<file path="src/rtl/bn_pkg.sv">
// ---------------------------------------------------------------------------
// bn_pkg: shared types and constants for the batch normalisation unit
// Input and result word layouts, widths and the front/back queue entry.
// ---------------------------------------------------------------------------
`default_nettype none
package bn_pkg;

  localparam int unsigned NumChannelsDefault = 256;
  localparam int unsigned DataW = 32;
  localparam int unsigned VarW  = 31;

  localparam logic REQ_LOAD   = 1'b0;
  localparam logic REQ_SAMPLE = 1'b1;

  typedef struct packed {
    logic                     req_type;
    logic [7:0]               channel;
    logic signed [DataW-1:0]  sample;
    logic signed [DataW-1:0]  param_gamma;
    logic signed [DataW-1:0]  param_beta;
    logic signed [DataW-1:0]  param_mean;
    logic [VarW-1:0]          param_var;
    logic                     last_in;
  } in_word_t;

  typedef struct packed {
    logic signed [DataW-1:0] result;
    logic                    saturated;
    logic                    last_out;
  } out_word_t;

  // sample job handed from front to back: parameters already looked up
  typedef struct packed {
    logic signed [DataW-1:0] sample;
    logic signed [DataW-1:0] gamma;
    logic signed [DataW-1:0] beta;
    logic signed [DataW-1:0] mean;
    logic [VarW-1:0]         var_q;
    logic                    last;
  } job_t;

endpackage
`default_nettype wire

</file>
<file path="src/rtl/bn_back.sv">
// ---------------------------------------------------------------------------
// bn_back: sequential arithmetic for one sample
// Bit-serial sqrt, restoring divide, split multiply, round and saturate.
// ---------------------------------------------------------------------------
`default_nettype none
module bn_back
  import bn_pkg::*;
(
  input  wire logic clk,
  input  wire logic rst,
  input  wire job_t job,
  input  wire logic job_valid,
  output logic      job_pop,
  output out_word_t out_word,
  output logic      empty,
  input  wire logic pop
);
  typedef enum logic [6:0] {
    S_IDLE = 7'b0000001,
    S_SQRT = 7'b0000010,
    S_DIV  = 7'b0000100,
    S_MULL = 7'b0001000,
    S_MULH = 7'b0010000,
    S_FIN  = 7'b0100000,
    S_OUT  = 7'b1000000
  } state_t;

  state_t state;

  // sqrt of (var+1)<<16 <= 2^47: 24 result bits
  logic [47:0] sq_rem;
  logic [23:0] sq_root;
  logic [47:0] sq_val;
  logic [4:0]  cnt;
  // divide |x-m|<<16 (< 2^49) by s
  logic [48:0] dv_num;
  logic [24:0] dv_rem;
  logic [48:0] dv_quo;
  logic [5:0]  dcnt;
  logic        neg;
  logic [31:0] ga;
  logic [63:0] prod;
  logic        big;
  logic signed [DataW-1:0] beta;
  logic        last;

  logic [49:0] sq_try;
  logic [49:0] sq_cur;
  logic [25:0] dv_sh;
  logic [32:0] diff;
  logic [32:0] diff_mag;
  logic [63:0] mul_lo;
  logic [40:0] mul_hi;
  logic [47:0] q_mag;
  logic signed [49:0] y;

  assign diff     = 33'(signed'(job.sample)) - 33'(signed'(job.mean));
  assign diff_mag = diff[32] ? (~diff + 33'd1) : diff;
  assign sq_cur   = {sq_rem, sq_val[47:46]};
  assign sq_try   = {sq_cur[49:0]} - {24'd0, sq_root, 2'b01};
  assign dv_sh    = {dv_rem, dv_num[48]};
  assign mul_lo   = 64'(ga) * 64'(dv_quo[31:0]);
  assign mul_hi   = 41'(ga) * 41'(dv_quo[40:32]);
  assign q_mag    = neg ? 48'((prod + 64'hFFFF) >> 16) : 48'(prod >> 16);
  assign y        = neg ? (50'sd0 - signed'(50'(q_mag))) + 50'(beta)
                        : signed'(50'(q_mag)) + 50'(beta);

  assign empty   = state != S_OUT;
  assign job_pop = state == S_IDLE && job_valid;

  always_ff @(posedge clk) begin
    if (rst) begin
      state <= S_IDLE;
    end else begin
      case (state)
        S_IDLE: begin
          if (job_valid) begin
            sq_val  <= {1'b0, job.var_q, 16'd0} + 48'h1_0000;
            sq_rem  <= '0;
            sq_root <= '0;
            cnt     <= 5'd23;
            dv_num  <= {diff_mag[32:0], 16'd0};
            neg     <= diff[32] != job.gamma[31];
            ga      <= job.gamma[31] ? (~job.gamma + 32'd1) : job.gamma;
            beta    <= job.beta;
            last    <= job.last;
            state   <= S_SQRT;
          end
        end
        S_SQRT: begin
          sq_val <= {sq_val[45:0], 2'b00};
          if (!sq_try[49]) begin
            sq_rem  <= sq_try[47:0];
            sq_root <= {sq_root[22:0], 1'b1};
          end else begin
            sq_rem  <= sq_cur[47:0];
            sq_root <= {sq_root[22:0], 1'b0};
          end
          cnt <= cnt - 5'd1;
          if (cnt == 5'd0) begin
            dv_rem <= '0;
            dcnt   <= 6'd48;
            state  <= S_DIV;
          end
        end
        S_DIV: begin
          dv_num <= {dv_num[47:0], 1'b0};
          if (dv_sh >= {2'b00, sq_root}) begin
            dv_rem <= 25'(dv_sh - {2'b00, sq_root});
            dv_quo <= {dv_quo[47:0], 1'b1};
          end else begin
            dv_rem <= dv_sh[24:0];
            dv_quo <= {dv_quo[47:0], 1'b0};
          end
          dcnt <= dcnt - 6'd1;
          if (dcnt == 6'd0) begin
            state <= S_MULL;
          end
        end
        S_MULL: begin
          // gamma sign vs quotient sign; zero quotient counts as positive
          if (dv_quo == '0) begin
            neg <= 1'b0;
          end else begin
            neg <= neg;
          end
          prod  <= mul_lo;
          big   <= mul_hi >= 41'h2_0000;
          state <= S_MULH;
        end
        S_MULH: begin
          prod  <= prod + {mul_hi[31:0], 32'd0};
          state <= S_FIN;
        end
        S_FIN: begin
          out_word.last_out <= last;
          if (big || y > 50'sh7FFF_FFFF) begin
            out_word.saturated <= 1'b1;
            out_word.result <= (big && neg) ? 32'sh8000_0000 : 32'sh7FFF_FFFF;
          end else if (y < -50'sh8000_0000) begin
            out_word.saturated <= 1'b1;
            out_word.result    <= 32'sh8000_0000;
          end else begin
            out_word.saturated <= 1'b0;
            out_word.result    <= y[31:0];
          end
          state <= S_OUT;
        end
        S_OUT: begin
          if (pop) begin
            state <= S_IDLE;
          end
        end
        default: state <= S_IDLE;
      endcase
    end
  end
endmodule
`default_nettype wire

</file>
<file path="config.mk">
export PLATFORM = sky130hd
export DESIGN_NAME = bn_back
export DESIGN_NICKNAME = d
export VERILOG_FILES = /design/src/rtl/bn_pkg.sv /design/src/rtl/bn_back.sv
export SDC_FILE = /design/constraint.sdc
export NUM_CORES = 2
export LEC_CHECK = 0
export ABC_AREA = 1
export ABC_CLOCK_PERIOD_IN_PS = 7700
export BUFFER_PORTS_ARGS = -buffer_cell sky130_fd_sc_hd__buf_4
export CORE_MARGIN = 3
export CORE_UTILIZATION = 60
export DETAILED_ROUTE_END_ITERATION = 10
export PLACE_DENSITY = 0.79
export SLEW_MARGIN = 20
export SYNTH_ARGS = -nofsm -noshare
export SYNTH_HDL_FRONTEND = slang
export SYNTH_SLANG_ARGS = --single-unit
</file>
<file path="constraint.sdc">
create_clock -name clk -period 7.7 [get_ports clk]
set_input_delay 0.77 -clock clk [delete_from_list [all_inputs] [get_ports clk]]
set_output_delay 0.77 -clock clk [all_outputs]
set_load 0.01 [all_outputs]
</file>
-- Word level (Yosys, flattened, before mapping)
Cells that the tools add are included.
- magnitude comparators: 4
- equality and inequality tests: 14
- multiplexer cells: 34
- multiply operators: 2
- bitwise gates (word level): 3
- reduce and logical (&&, ||, !) cells: 21
- $add $sub $neg: 13
- operators with widths (operator ; number):
    $mux 48 ; 4
    $pmux 48 s2 ; 2
    $pmux 64 s2 ; 1
    $add 49x32->50 ; 2
    $mux 33 ; 3
    $pmux 49 s2 ; 1
    $add 64x16->64 const B ; 1
    $add 64x64->64 ; 1
    $mul 32x32->64 ; 1
    $gt 50x32->1 const B ; 1
    $lt 50x32->1 const B ; 1
    $mux 25 ; 2
    $mux 50 ; 1
    $pmux 25 s2 ; 1
    $sub 50x26->50 ; 1
    $logic_not 49->1 ; 1
    $mux 49 ; 1
    $pmux 7 s7 ; 1
    $sub 1x48->49 const A ; 1
    $add 47x17->48 const B ; 1
    $pmux 24 s2 ; 1
    $ge 41x18->1 const B ; 1
    $mul 32x9->41 ; 1
    $add 33x1->33 const B ; 1
    other kinds (37) ; 59
- input port bits: 164
- register bits: 426
- output and inout port bits: 36

-- Longest topological paths before layout
- word-level depth: 8
- depth in mapped cells: 42
- gate-level depth less buffers: 40

-- Worst setup path before layout
Ideal clock, no wire load.
- path type: register to register
- from: register dv_quo[22]
- to: register prod[61] (data pin)
- slack: 0.596 ns
- stages on the path, launching flop included: 33
- buffers on the path: 2
- period minus slack after synthesis: 7.104 ns
- library setup time: 0.256 ns
- required time: 7.444 ns
- arrival time: 6.848 ns
- cells stage by stage: edfxtp_1 clkbuf_1 clkbuf_1 nand2_1 fa_1 inv_1 fa_1 inv_1 fa_1 fa_1 inv_1 fa_1 inv_1 fa_1 inv_1 fa_1 fa_1 ha_1 nand2_1 nor2_1 inv_1 nor2_1 inv_1 nor4_1 nand3_1 nand3_1 nand2_1 o211ai_1 a21oi_1 inv_1 nand2_1 nand3_1 nand2_1
- longest elaborated chain between the ends: 2
- RTL lines (element ; RTL line ; text):
    start: declaration ; bn_back.sv:38 ; logic [48:0] dv_quo;
    start signal: assignment ; bn_back.sv:110 ; dv_quo <= {dv_quo[47:0], 1'b1};
    start signal: assignment ; bn_back.sv:113 ; dv_quo <= {dv_quo[47:0], 1'b0};
    $mul 32x32->64 ; bn_back.sv:62 ; assign mul_lo = 64'(ga) * 64'(dv_quo[31:0]);
    $pmux 64 s2 ; bn_back.sv:75 ; case (state)
    end signal: assignment ; bn_back.sv:127 ; prod <= mul_lo;
    end signal: assignment ; bn_back.sv:132 ; prod <= prod + {mul_hi[31:0], 32'd0};
    end: declaration ; bn_back.sv:42 ; logic [63:0] prod;
Every way passes these cells.
A chain may end at the register's enable or synchronous reset.

-- Worst setup path in the final report
- from: register ga[6]
- to: register prod[52] (data pin)
- longest elaborated chain between the ends: 3
- elaborated cells between the ends (all ways): 4
- RTL lines (element ; RTL line ; text):
    start: declaration ; bn_back.sv:41 ; logic [31:0] ga;
    start signal: assignment ; bn_back.sv:84 ; ga <= job.gamma[31] ? (~job.gamma + 32'd1) : job.gamma;
    $mul 32x9->41 ; bn_back.sv:63 ; assign mul_hi = 41'(ga) * 41'(dv_quo[40:32]);
    $add 64x64->64 ; bn_back.sv:132 ;
    $pmux 64 s2 (*) ; bn_back.sv:75 ;
Mark *: on every way between the ends. The rest lies on a longest branch, timed or not.

==> qor.yml <==
status: "complete, no violations"
initial_core_util_pct: 60.5
grt_pass1_wl_um: 379000
start_kind: "flip-flop"
core_area_mm2: 0.126
synth-async-reset-ratio_pct: 0
numClockSinks: 394
pin_count: 200
vias_per_cell: 5.54
ys.flop_type: "edfxtp_1"
finalCritPeriodShare_pct: 98.3
critPathRequiredTime_ns: 8.11
min_to: "beta[1]"
endpoint_kind: "flip-flop"
cts_hold_buf: 0
root_buffer: "clkbuf_16"
route.met2.wl_um: 114000
dp.cells: 12200
synth_area_leader_cell: "fa_1"
period_minus_slack_ns: 7.57
worstSetupPathType: "flip-flop to flip-flop"
syn_avg_cell_area_um2: 7.33
grt_overflow_total: 0
highest_layer: "met5"
grt_max_degree: 77
synthesis.area_mm2: 0.0761
ys_top_cells_by_area: "fa_1 29%, edfxtp_1 15%, nand2_1 15%"
relSlewSlack_pct: 23.5
numCtsBuffers: 50
fin_ws_ns: 0.128
area.growth.synth_to_final_pct: 9.86
finalMaxSlewViolations: 0
max_slew.worst_pin.slew_ns: 1.15
num-fill-cells: 10700
ys_seq_area_share_pct: 15.5
ys_types: 61
vias: 68300
place_ws_ns: -0.319
hp-start: "job[65]"
num_rows: 130
yosys_warnings: 0
htreeDepth: 2
finalNetCount: 12400
holdPathStages: 1
reg2reg_to: "prod[52]"
final_common_cell: "nand2_1"
synth_nets: 12100
final_util_pct: 66.5
drc: 0
dp_hpwl_um: 204000
grt_pass1_vias: 69000
r2r-start: "ga[6]"
fmaxAchievable_mhz: 132
stdcell_count: 12300
route.met3.wl_um: 21900
crit_fanout: 22
antenna_found_initial: 5
yosys.area.top_type_share_pct: 29.2
place_congestion: 1.04
max_cap_viol_count: 0
drt_first_pass_iters: 7
synth_edf_count: 387
dieArea_mm2: 0.131
r2r_setup_slack_ns: 0.13
cts.path.max_buffers: 3
fp.dieW_um: 362
die_h_um: 362
final_hold_viol_count: 0
critical_path.most_common_cell: "fa_1"
drt_wl_total_um: 244000
synthCells: 10400
crit_arrival_ns: 7.98
finalClockSkew_ns: 0.0631
drtIter0Drc: 6315
hp-class: "primary input to flip-flop"
cpPeakStageDelay_ns: 0.59
cts_tree: "done"
io_buffers: 199
crit_slowest_cell: "edfxtp_1"
reg2reg_depth: 23
ys_ff_latch: 394
crit_chain: "buf_12 > nand2_1 > fa_1 > fa_1 > inv_1 > fa_1 > inv_1 > fa_1 > fa_1 > fa_1 > inv_1 > fa_1 > fa_1 > ha_1 > buf_4 > a21oi_1 > o21ai_0 > a21oi_1 > o21ai_0 > a221oi_1 > nand2_1 > o21ai_0 > nand2_1"
antenna_left: 0
wl_per_cell_um: 19.8
clk_pin_slew_worst_paths_ns: 0.07
finalSetupViolCount: 0
track_usage_pct: 37.1
drt-met1-wl_um: 95100
final_cell_mix: "3005 x nand2_1, 2350 x inv_1, 1110 x fa_1"
multi_input_area_mm2: 0.0540
seqCellArea_mm2: 0.0118
clock_latency_ns: 0.68
drive_above_1_share_pct: 8.13
## through the flow
stage | area, um2 | setup TNS (ns) | hold slack (ns)
finish | 83600 | 0 | 0.277
global route | 83600 | -0.373 | 0.239
floorplan | 76100 | 0 | 0.400
detailed placement | 81300 | -0.776 | 0.434
CTS | 83000 | 0 | 0.222
global placement | 81300 | -0.300 | 0.405
## timing repair
item                                    4_1_cts  5_1_grt
resized for setup                             4       80
buffers inserted                              2       34
gates cloned                                  0        2
endpoints found under the setup margin        7       32
pin swaps                                     0        7
## metal layers
metal,vias up,GRT usage (%)
met5,-,0
met4,6,17.2
met3,671,6.96
met2,3234,61.4
met1,32700,47.3
li1,31700,-
## state kept, by name, summed over array words and instances (netlist names), 7 cells and up
register,flops
out_word,34
dv_rem,25
ga,32
dv_num,33
beta,32
sq_val,32
sq_root,24
prod,64
dv_quo,49
state,7
sq_rem,48
## worst max-delay path by stage
stage	start	end	slack, ns
finish	ga[6]	prod[52]	0.13
global route	dv_quo[2]	prod[48]	-0.09
CTS	dv_quo[18]	prod[51]	0.04
detailed placement	dv_quo[6]	prod[47]	-0.32
global placement	dv_quo[6]	prod[47]	-0.23
floorplan	dv_quo[22]	prod[61]	0.60
## synth_stat cells (9+ instances only)
| cell | count |
|---|---|
| nand2_1 | 3008 |
| inv_1 | 2352 |
| fa_1 | 1111 |
| nor2_1 | 747 |
| ha_1 | 494 |
| a21oi_1 | 417 |
| edfxtp_1 | 387 |
| clkbuf_1 | 368 |
| o21ai_0 | 296 |
| nand3_1 | 277 |
| xor2_1 | 175 |
| nor3_1 | 108 |
| xnor2_1 | 103 |
| nand4_1 | 98 |
| a31oi_1 | 48 |
| nor4_1 | 47 |
| nor2_2 | 32 |
| a21o_1 | 24 |
| o21bai_1 | 24 |
| inv_2 | 21 |
| or2_2 | 17 |
| nand3b_1 | 16 |
| o21a_1 | 16 |
| nand2_2 | 14 |
| and2_1 | 12 |
| o21ai_1 | 12 |
| a21boi_0 | 11 |
| buf_2 | 11 |
| o31ai_1 | 10 |
| and3_1 | 9 |
## final cells by class
| cell class | instances | share of cell area, % |
|---|---|---|
| inverter | 2374 | 10.7 |
| clock inverter | 31 | 0.320 |
| tap | 1650 | 2.47 |
| antenna | 2 | 0.00599 |
| multi-input combinational | 7207 | 64.7 |
| timing repair buffer | 614 | 6.14 |
| sequential | 394 | 14.1 |
| clock buffer | 63 | 1.64 |
## critical path, delay by kind of cell, from the launching register on
family / cells / cell delay [ns]
AOI/OAI and AO/OA: 6 / 1.44
adders and majority gates: 9 / 4.45
and+or+nand+nor: 3 / 0.27
DFF: 1 / 0.59
buffers and inverters: 5 / 0.58
## kinds of logic (layout without fill, tap and decap cells)
family / after synthesis / in the layout / synth area share [%]
AND/OR/NAND/NOR: 4424 / 4424 / 23.6
adder cells (fa/ha/maj): 1605 / 1605 / 37.4
flip-flops: 394 / 394 / 15.5
other: 0 / 2 / 0
AO/OA/AOI/OAI: 895 / 895 / 6.42
XOR/XNOR: 283 / 283 / 3.31
buffers and inverters: 2774 / 3082 / 13.8
Power is left out: the tool's default activity adds up to more than one toggle a clock period on the data nets, which glitch-free logic cannot reach.
