`src/rtl/bn_pkg.sv`:
```
// ---------------------------------------------------------------------------
// bn_pkg: shared types and constants for the batch normalisation unit
// Input and result word layouts, widths and the front/back queue entry.
// ---------------------------------------------------------------------------
`default_nettype none
package bn_pkg;

  localparam int unsigned NumChannelsDefault = 256;
  localparam int unsigned DataW = 32;
  localparam int unsigned VarW  = 31;

  localparam logic REQ_LOAD   = 1'b0;
  localparam logic REQ_SAMPLE = 1'b1;

  typedef struct packed {
    logic                     req_type;
    logic [7:0]               channel;
    logic signed [DataW-1:0]  sample;
    logic signed [DataW-1:0]  param_gamma;
    logic signed [DataW-1:0]  param_beta;
    logic signed [DataW-1:0]  param_mean;
    logic [VarW-1:0]          param_var;
    logic                     last_in;
  } in_word_t;

  typedef struct packed {
    logic signed [DataW-1:0] result;
    logic                    saturated;
    logic                    last_out;
  } out_word_t;

  // sample job handed from front to back: parameters already looked up
  typedef struct packed {
    logic signed [DataW-1:0] sample;
    logic signed [DataW-1:0] gamma;
    logic signed [DataW-1:0] beta;
    logic signed [DataW-1:0] mean;
    logic [VarW-1:0]         var_q;
    logic                    last;
  } job_t;

endpackage
`default_nettype wire

```
`src/rtl/bn_queue.sv`:
```
// ---------------------------------------------------------------------------
// bn_queue: small FIFO for jobs between front and back
// Two entries, registers, first word fall-through.
// ---------------------------------------------------------------------------
`default_nettype none
module bn_queue
  import bn_pkg::*;
(
  input  wire logic clk,
  input  wire logic rst,
  input  wire job_t wr_data,
  input  wire logic wr_en,
  output logic      full,
  output job_t      rd_data,
  output logic      rd_valid,
  input  wire logic rd_en
);
  job_t       mem [2];
  logic       wp;
  logic       rp;
  logic [1:0] cnt;
  logic       do_wr;
  logic       do_rd;

  assign full     = cnt == 2'd2;
  assign rd_valid = cnt != 2'd0;
  assign rd_data  = mem[rp];
  assign do_wr    = wr_en && !full;
  assign do_rd    = rd_en && rd_valid;

  always_ff @(posedge clk) begin
    if (do_wr) begin
      mem[wp] <= wr_data;
    end
  end

  always_ff @(posedge clk) begin
    if (rst) begin
      wp  <= 1'b0;
      rp  <= 1'b0;
      cnt <= 2'd0;
    end else begin
      if (do_wr) begin
        wp <= ~wp;
      end
      if (do_rd) begin
        rp <= ~rp;
      end
      cnt <= cnt + 2'(do_wr) - 2'(do_rd);
    end
  end
endmodule
`default_nettype wire

```
`config.mk`:
```
export PLATFORM = sky130hd
export DESIGN_NAME = bn_queue
export DESIGN_NICKNAME = d
export VERILOG_FILES = /design/src/rtl/bn_pkg.sv /design/src/rtl/bn_queue.sv
export SDC_FILE = /design/constraint.sdc
export NUM_CORES = 1
export LEC_CHECK = 0
export BUFFER_PORTS_ARGS = -buffer_cell sky130_fd_sc_hd__clkbuf_2
export CAP_MARGIN = 15
export CORE_ASPECT_RATIO = 1.1
export CORE_UTILIZATION = 40
export CTS_CLUSTER_DIAMETER = 100
export DETAILED_ROUTE_END_ITERATION = 12
export RECOVER_POWER = 100
export SYNTH_ARGS = -nofsm -noshare
export SYNTH_HDL_FRONTEND = slang
export SYNTH_SLANG_ARGS = --single-unit
```
`constraint.sdc`:
```
create_clock -name clk -period 9.25 [get_ports clk]
set_clock_uncertainty 0.05 [all_clocks]
set_input_delay 2.775 -clock clk [delete_from_list [all_inputs] [get_ports clk]]
set_output_delay 2.775 -clock clk [all_outputs]
set_load 0.01 [all_outputs]
```
; After elaboration in Yosys (flattened, before gate mapping)
; Memory sizes are Yosys's and may differ from the RTL's. A register that Yosys moved wholly into a read port is not among the register bits.
; Index checks and enable logic that the tools add are counted.
[totals]
regBits = 4
ramBits = 320
inputBits = 164
output_inout_bits = 162
wordCells = 17
n_memories = 1
[memory_table]
columns = name, depth, width, rd, rd_ports_with_merged_regs, write_ports, line
row1 = mem, 2, 160, 1, 1, 1, bn_queue.sv:18  ; job_t mem [2];
[op_classes]
n_addsub = 2
eq_ne = 1
mux = 4
bitwise_logic = 2
n_reduce_logical = 4
[op_table]
columns = operator, n
row1 = $mux 1, 4
row2 = $add 2x1->2, 1
row3 = $eq 2x2->1 const B, 1
row4 = $logic_and 1x1->1, 2
row5 = $not 1->1, 2
row6 = $reduce_bool 2->1, 1
row7 = $sub 2x1->2, 1
row8 = $logic_not 1->1, 1

; Longest topological paths before layout
; Gate-level depths: netlist (run 1).
[depth]
word_depth = 5
ltp_mapped = 8
ltp_nobuf = 8

; Worst setup path before layout (run 1)
; OpenSTA, ideal clock, no wires.
[synth_path]
kind = input -> register
startpoint = input port wr_en
endpoint = memory mem[1][0] (netlist name), enable pin
setup_ns = 0.540
arrival_time_ns = 6.493
required_time_ns = 8.660
setup_slack_ns = 2.167
path_stages = 1
path_buffers = 0
path_cell_list = and3_1
[synth_between]
elab_chain_len = 3
[synth_lines]
columns = item, line
row1 = start: declaration, bn_queue.sv:12  ; input wire logic wr_en,
row2 = $logic_and 1x1->1, bn_queue.sv:28  ; assign do_wr = wr_en && !full;
row3 = $mux 1, bn_queue.sv:32  ; if (do_wr) begin
row4 = $mux 1 (not written as such), bn_queue.sv:33  ; mem[wp] <= wr_data;
row5 = end: declaration, bn_queue.sv:18
; No other way between the ends.

==> results of run 1 <==
-- stage by stage --
step | area, um2 | instances | util [%] | hold WS [ns]
finish | 14700 | 1272 | 49.4 | 0.449
floorplan | 12200 | 524 | - | 0.402
global route | 14700 | 1272 | 49.4 | 0.507
detailed placement | 14200 | 1210 | 47.6 | 0.450
CTS | 15300 | 1272 | 51.4 | 0.458
global placement | 14200 | 1210 | 47.6 | 0.426
-- report_power, final --
part / internal [mW] / switching [mW]
clock: 0.824 / 0.527
combinational: 0.333 / 0.477
sequential: 1.84 / 0.0560
-- sequential cells by signal (all words and copies together), names as in the netlist, named ones only --
register	cells
wp	1
cnt	2
rp	1
mem	320
-- logic make-up after synthesis --
logic type / count (synthesis) / share of synthesized area [%]
flops: 325 / 79.7
xor+xnor: 3 / 0.216
compound gates: 3 / 0.144
buf+inv: 22 / 1.48
simple gates: 9 / 0.380
fa+ha+maj: 2 / 0.205
mux: 160 / 17.9
-- cell type report --
class	instances	area [um2]
Clock buffer	44	972
Clock inverter	18	156
Fill cell	2661	15000
Inverter	4	20.0
Multi-Input combinational cell	177	1930
Sequential cell	325	9710
Tap cell	374	468
Timing Repair Buffer	330	1430
-- layout by cell type, fill, tap and decap left out, types with 2 or more instances in the layout --
cell	synthesis	final
dfxtp_1	5	5
ha_1	2	2
clkbuf_1	0	182
inv_1	4	3
clkbuf_16	0	37
clkinv_1	0	7
xnor2_1	2	2
nor2_1	3	3
bufinv_16	0	3
clkinv_2	0	8
buf_1	0	2
buf_4	0	2
clkbuf_2	0	149
mux2_4	100	3
edfxtp_1	320	320
mux2_1	0	100
clkbuf_8	0	2
mux2_2	60	57
-- layer usage --
metal  global-route usage (%)  routed length (um)
met1                     17.6                9900
met2                     24.1               11000
met3                     6.45                2600
met4                     4.07                 345
met5                        0                  11
-- path summary, 6_finish.rpt --
check        cells past startpoint     endpoint  startpoint  slack, ns
min reg2reg                      2           wp          wp       0.45
max                              3  rd_data[21]    register       2.26
max reg2reg                      3    mem[1][6]      cnt[0]       4.40
min                              2           wp          wp       0.45
-- worst min-delay path, cell delays in order, from the launching register on --
cell,delay (ns)
dfxtp_1,0.32
o21ai_0,0.07
a21oi_1,0.06
==> metrics.yaml, run 1 <==
ys_types: 20
cts_tree: "built"
yosys_warnings: 0
drt_iter0_drc: 334
async_flop_share_pct: 0
antenna_found_initial: 1
holdBufCountCts: 0
period_share_pct: 75.5
first_global_vias: 6181
setup_viol: 0
area_growth_pct: 20.6
netlist.area_leader.share_pct: 78.9
max-slew-margin-rel_pct: -116
vdd_drop_max_v: 0.000225
worstMarginPinSlew_ns: 3.25
cp.required_ns: 6.43
cts-root-buf: "clkbuf_16"
violations: "max-capacitance violations, max-slew violations"
fmax_mhz: 143
die_w_um: 168
cap_violations: 5
synth_most_common_cell: "edfxtp_1"
period_needed_ns: 6.99
finalWirelength_mm: 23.8
synth_edf_count: 320
grt.total_usage_pct: 14.7
n_antenna_cell: 0
finish.net_count: 1038
grt_max_degree: 106
synthCells: 524
wire_per_inst_um: 18.7
grt.overflow.total: 0
initial_core_util_pct: 41.0
crit_path_cell_trace: "clkbuf_2, mux2_2, clkbuf_1"
crit_path_max_fanout: 63
core_area_mm2: 0.0297
synthTopCellsByCount: "320 x edfxtp_1, 100 x mux2_4, 60 x mux2_2"
cellLeakagePower_nw: 5.14
arrival_ns: 4.16
cts_max_level: 2
ys_seq_area_share_pct: 79.7
end_kind: "output port"
cp_slowest_stage_delay_ns: 1.53
drt-pass1-iter-count: 4
path_class: "reg -> out"
status: "complete, but fails checks"
crit_buf_inv: 2
tns_ns: 0
grt_pass1_wl_mm: 34.7
dieHeight_um: 185
ant_nets: 0
hold_class: "reg -> reg"
die_area_mm2: 0.0312
finalHoldViolCount: 0
portBuffers: 325
avgSynthCellArea_um2: 23.2
path_delay_family: "buffers and inverters"
place_congestion: 0.733
synth-main-ff-cell: "edfxtp_1"
power_mw: 4.05
vias: 5970
final_layout_size_suffix_gt1_share_pct: 29.3
dp_hpwl_mm: 15.4
rsz0062_at_grt: "no"
path_clk_slew_ns: 0.06
rows: 66
fin_ws_ns: 2.26
cts_buffers: 34
maxSlewViolCount: 253
cts_buffer_depth: 3
crit_path_top_delay_cell: "dfxtp_1"
clock_latency_ns: 0.50
syn_nets: 690
yosys.area.top_type: "edfxtp_1"
drc: 0
ctsResizeCount: 0
pre_cts_ws_ns: 3.81
cp-start-kind: "register"
io_pins: 326
vias_per_cell: 4.69
synth.area.top_cells: "edfxtp_1 79%, mux2_4 12%, mux2_2 5.5%, buf_6 1.1%, dfxtp_1 0.82%"
synth-seq-cells: 325
post_cts_buffers: 0
p_per_area_mw_per_mm2: 276
synth_area_mm2: 0.0122
cts.sinks: 325
Power figures use the tool's default switching activity.
==> run 2: changes to the inputs <==
Settings changed: ABC_AREA set to 1.
Clock period 9.25 ns to 6.6 ns, I/O delays scaled along.
==> metrics.yaml, run 2 <==
worstMarginPinSlew_ns: 3.80  # +0.558 ns
final_cell_mix: "320 x edfxtp_1, 172 x clkbuf_2, 164 x clkbuf_1"
die_w_um: 169  # about the same
period_needed_ns: 5.17
final_layout_size_suffix_gt1_share_pct: 30.7  # +1.4 points
final_cells: 1319  # +3.7%
critical_path.most_common_cell: "clkbuf_1"
clock_latency_ns: 0.49  # about the same
drt-pass1-iter-count: 4  # unchanged
synth_compound_area_share_pct: 0.0821  # -0.062 points
synth_most_common_cell: "edfxtp_1"
status: "complete, but fails checks"
place_congestion: 0.704  # -4.0%
ant_nets: 0  # unchanged
initial_core_util_pct: 40.9  # -0.055 points
ctsResizeCount: 0  # unchanged
yosys.area.top_type: "edfxtp_1"
worstHoldStart: "rp"
vias: 6073  # +1.7%
finish.net_count: 1052  # +1.3%
synth_edf_count: 320  # unchanged
die_area_mm2: 0.0312  # +0.14%
vdd_drop_max_v: 0.000258  # +15%
path_delay_family: "buffers and inverters"
cap_violations: 4  # -1
power_frac_seq_pct: 47.9  # +1.2 points
setup_viol: 0  # unchanged
netlist.area_leader.share_pct: 78.8  # -0.11 points
synth_simple_gate_area_share_pct: 0.646  # +0.27 points
largest_register: "mem"
core_area_mm2: 0.0298  # +0.28%
area_growth_pct: 20.8
placed_cells: 1257  # +3.9%
rows: 66  # unchanged
synthAdderAreaFrac_pct: 0.205  # -0.00029 points
grt.overflow.total: 0  # unchanged
drt_iter0_drc: 300  # -10%
io_pins: 326  # unchanged
synthCells: 536  # +2.3%
hold_class: "reg -> reg"
vias_per_cell: 4.60  # -1.9%
cts_buffer_depth: 3  # unchanged
final_common_cell: "edfxtp_1"
synth-seq-cells: 325  # unchanged
post_cts_buffers: 0  # unchanged
fmax_mhz: 193
cts_tree: "built"
arrival_ns: 5.13  # +0.97 ns
synthTopCellsByCount: "320 x edfxtp_1, 100 x mux2_4, 60 x mux2_2"
portBuffers: 325  # unchanged
finalWirelength_mm: 23.0  # -3.4%
avgSynthCellArea_um2: 22.8  # -2.1%
ys_seq_area_share_pct: 79.6  # -0.11 points
dp_hpwl_mm: 14.9  # -2.9%
syn_nets: 702  # +1.7%
synth.area.top_cells: "edfxtp_1 79%, mux2_4 12%, mux2_2 5.5%, buf_6 1.1%, dfxtp_1 0.82%"
nFillCells: 2610  # -1.9%
tns_ns: 0  # unchanged
largest_register_ffs: 320  # unchanged
synth-main-ff-cell: "edfxtp_1"
period_share_pct: 78.4
finalHoldViolCount: 0  # unchanged
grt_max_degree: 96  # -9.4%
cellLeakagePower_nw: 5.20  # +1.2%
first_global_vias: 6159  # -0.36%
wire_per_inst_um: 17.5  # -6.8%
synthMuxAreaShare_pct: 17.8  # -0.026 points
cts.sinks: 325  # unchanged
grt_pass1_wl_mm: 33.3  # -3.9%
cp_slowest_stage_delay_ns: 2.68  # +1.15 ns
yosys_warnings: 0  # unchanged
internal-power_mw: 4.18  # +40%
holdBufCountCts: 0  # unchanged
grt.total_usage_pct: 14.1  # -0.59 points
drc: 0  # unchanged
max-slew-margin-rel_pct: -154  # -37 points
cts_buffers: 35  # +2.9%
switching_share_pct: 26.5  # +0.29 points
fin_hold_ws_ns: 0.474  # +0.0254 ns
async_flop_share_pct: 0  # unchanged
cp-start-kind: "input port"
pwr-share-clk_pct: 32.1  # -1.2 points
dieHeight_um: 185  # about the same
p_per_area_mw_per_mm2: 386  # +40%
pre_cts_ws_ns: 2.54  # -1.27 ns
ys_types: 12  # -40%
crit_path_top_delay_cell: "clkbuf_1"
crit_path_cell_trace: "clkbuf_1, nand2_1, nor2_1, clkbuf_1"
p_sw_mw: 1.50  # +42%
synth_area_mm2: 0.0122  # +0.14%
top_regs: "mem (320), cnt (2)"
cp.required_ns: 6.56  # +0.13 ns
worstReg2RegStart: "cnt[0]"
cts_max_level: 2  # unchanged
rsz0062_at_grt: "no"
crit_path_max_fanout: 65  # +3.2%
antenna_found_initial: 3  # +2
pwr-share-comb_pct: 20.0  # about the same
maxSlewViolCount: 231  # -8.7%
critPathLaunch: "wr_en"
fin_ws_ns: 1.43  # -0.834 ns
synthXorXnorAreaFrac_pct: 0  # -0.22 points
path_class: "in -> reg"
crit_buf_inv: 2  # unchanged
end_kind: "register"
synth_top_family_by_area: "multiplexers"
violations: "max-capacitance violations, max-slew violations"
cts-root-buf: "clkbuf_16"
path_clk_slew_ns: 0.06  # about the same
## run 2: cell types whose count changed in the layout (fill, tap and decap cells not counted), moves of 3 or more
cell	before	now
clkbuf_2	149	172
clkbuf_1	182	164
nand2_1	1	8
nor2_1	3	9
inv_1	3	8
nand3_1	0	3
## run 2: layout make-up
type | instances | area (um2) | share of cell area, %
clock inverters | 18 | 160 | 1.09
well taps | 408 | 510 | 3.47
repair buffers | 331 | 1470 | 10.0
diodes | 1 | 2.50 | 0.0170
clock buffers | 43 | 906 | 6.15
multi-input cells | 184 | 1930 | 13.1
flip-flops and latches | 325 | 9710 | 65.9
inverters | 9 | 38.8 | 0.263
## run 2: worst paths after layout
kind | endpoint | slack, ns | cells past startpoint
max | mem[0][113] | 1.43 | 4
min | rp | 0.47 | 2
max reg2reg | mem[0][113] | 2.48 | 5
min reg2reg | rp | 0.47 | 2
## run 2: kinds of logic (layout without fill, tap and decap cells)
logic type / count (synthesis) / after routing
other cells: 0 / 1
mux: 160 / 160
flops: 325 / 325
fa+ha+maj: 2 / 2
buf+inv: 27 / 401
simple gates: 20 / 20
compound gates: 2 / 2
## run 2: metal layers
layer	GRT usage [%]	vias up	part of all wire [%]
met5	0	-	0.10
met4	4.69	4	2.3
met3	6.92	48	11
met2	23.6	258	48
met1	15.6	2934	38
li1	-	2829	-
## run 2: power by group through the flow
stage | clock [mW] | combinational [mW] | sequential, mW
5_1_grt | 1.96 | 1.24 | 2.75
3_3_place_gp | 0 | 1.38 | 2.75
4_1_cts | 1.88 | 1.39 | 2.73
3_5_place_dp | 0 | 1.39 | 2.77
6_report | 1.83 | 1.13 | 2.72
2_1_floorplan | 0 | 0.940 | 2.73
## run 2: per-stage QoR
stage               utilization [%]  instance area [um2]  total power, mW
floorplan                         -                12200             3.67
global placement               47.9                14300             4.14
detailed placement             47.9                14300             4.16
CTS                            51.4                15300             6.00
global route                   49.4                14700             5.95
finish                         49.4                14700             5.68
## run 2: tightest hold or removal path, stage by stage (launching register included)
cell	delay, ns
dfxtp_1	0.34
nor2_1	0.06
nor2_1	0.09
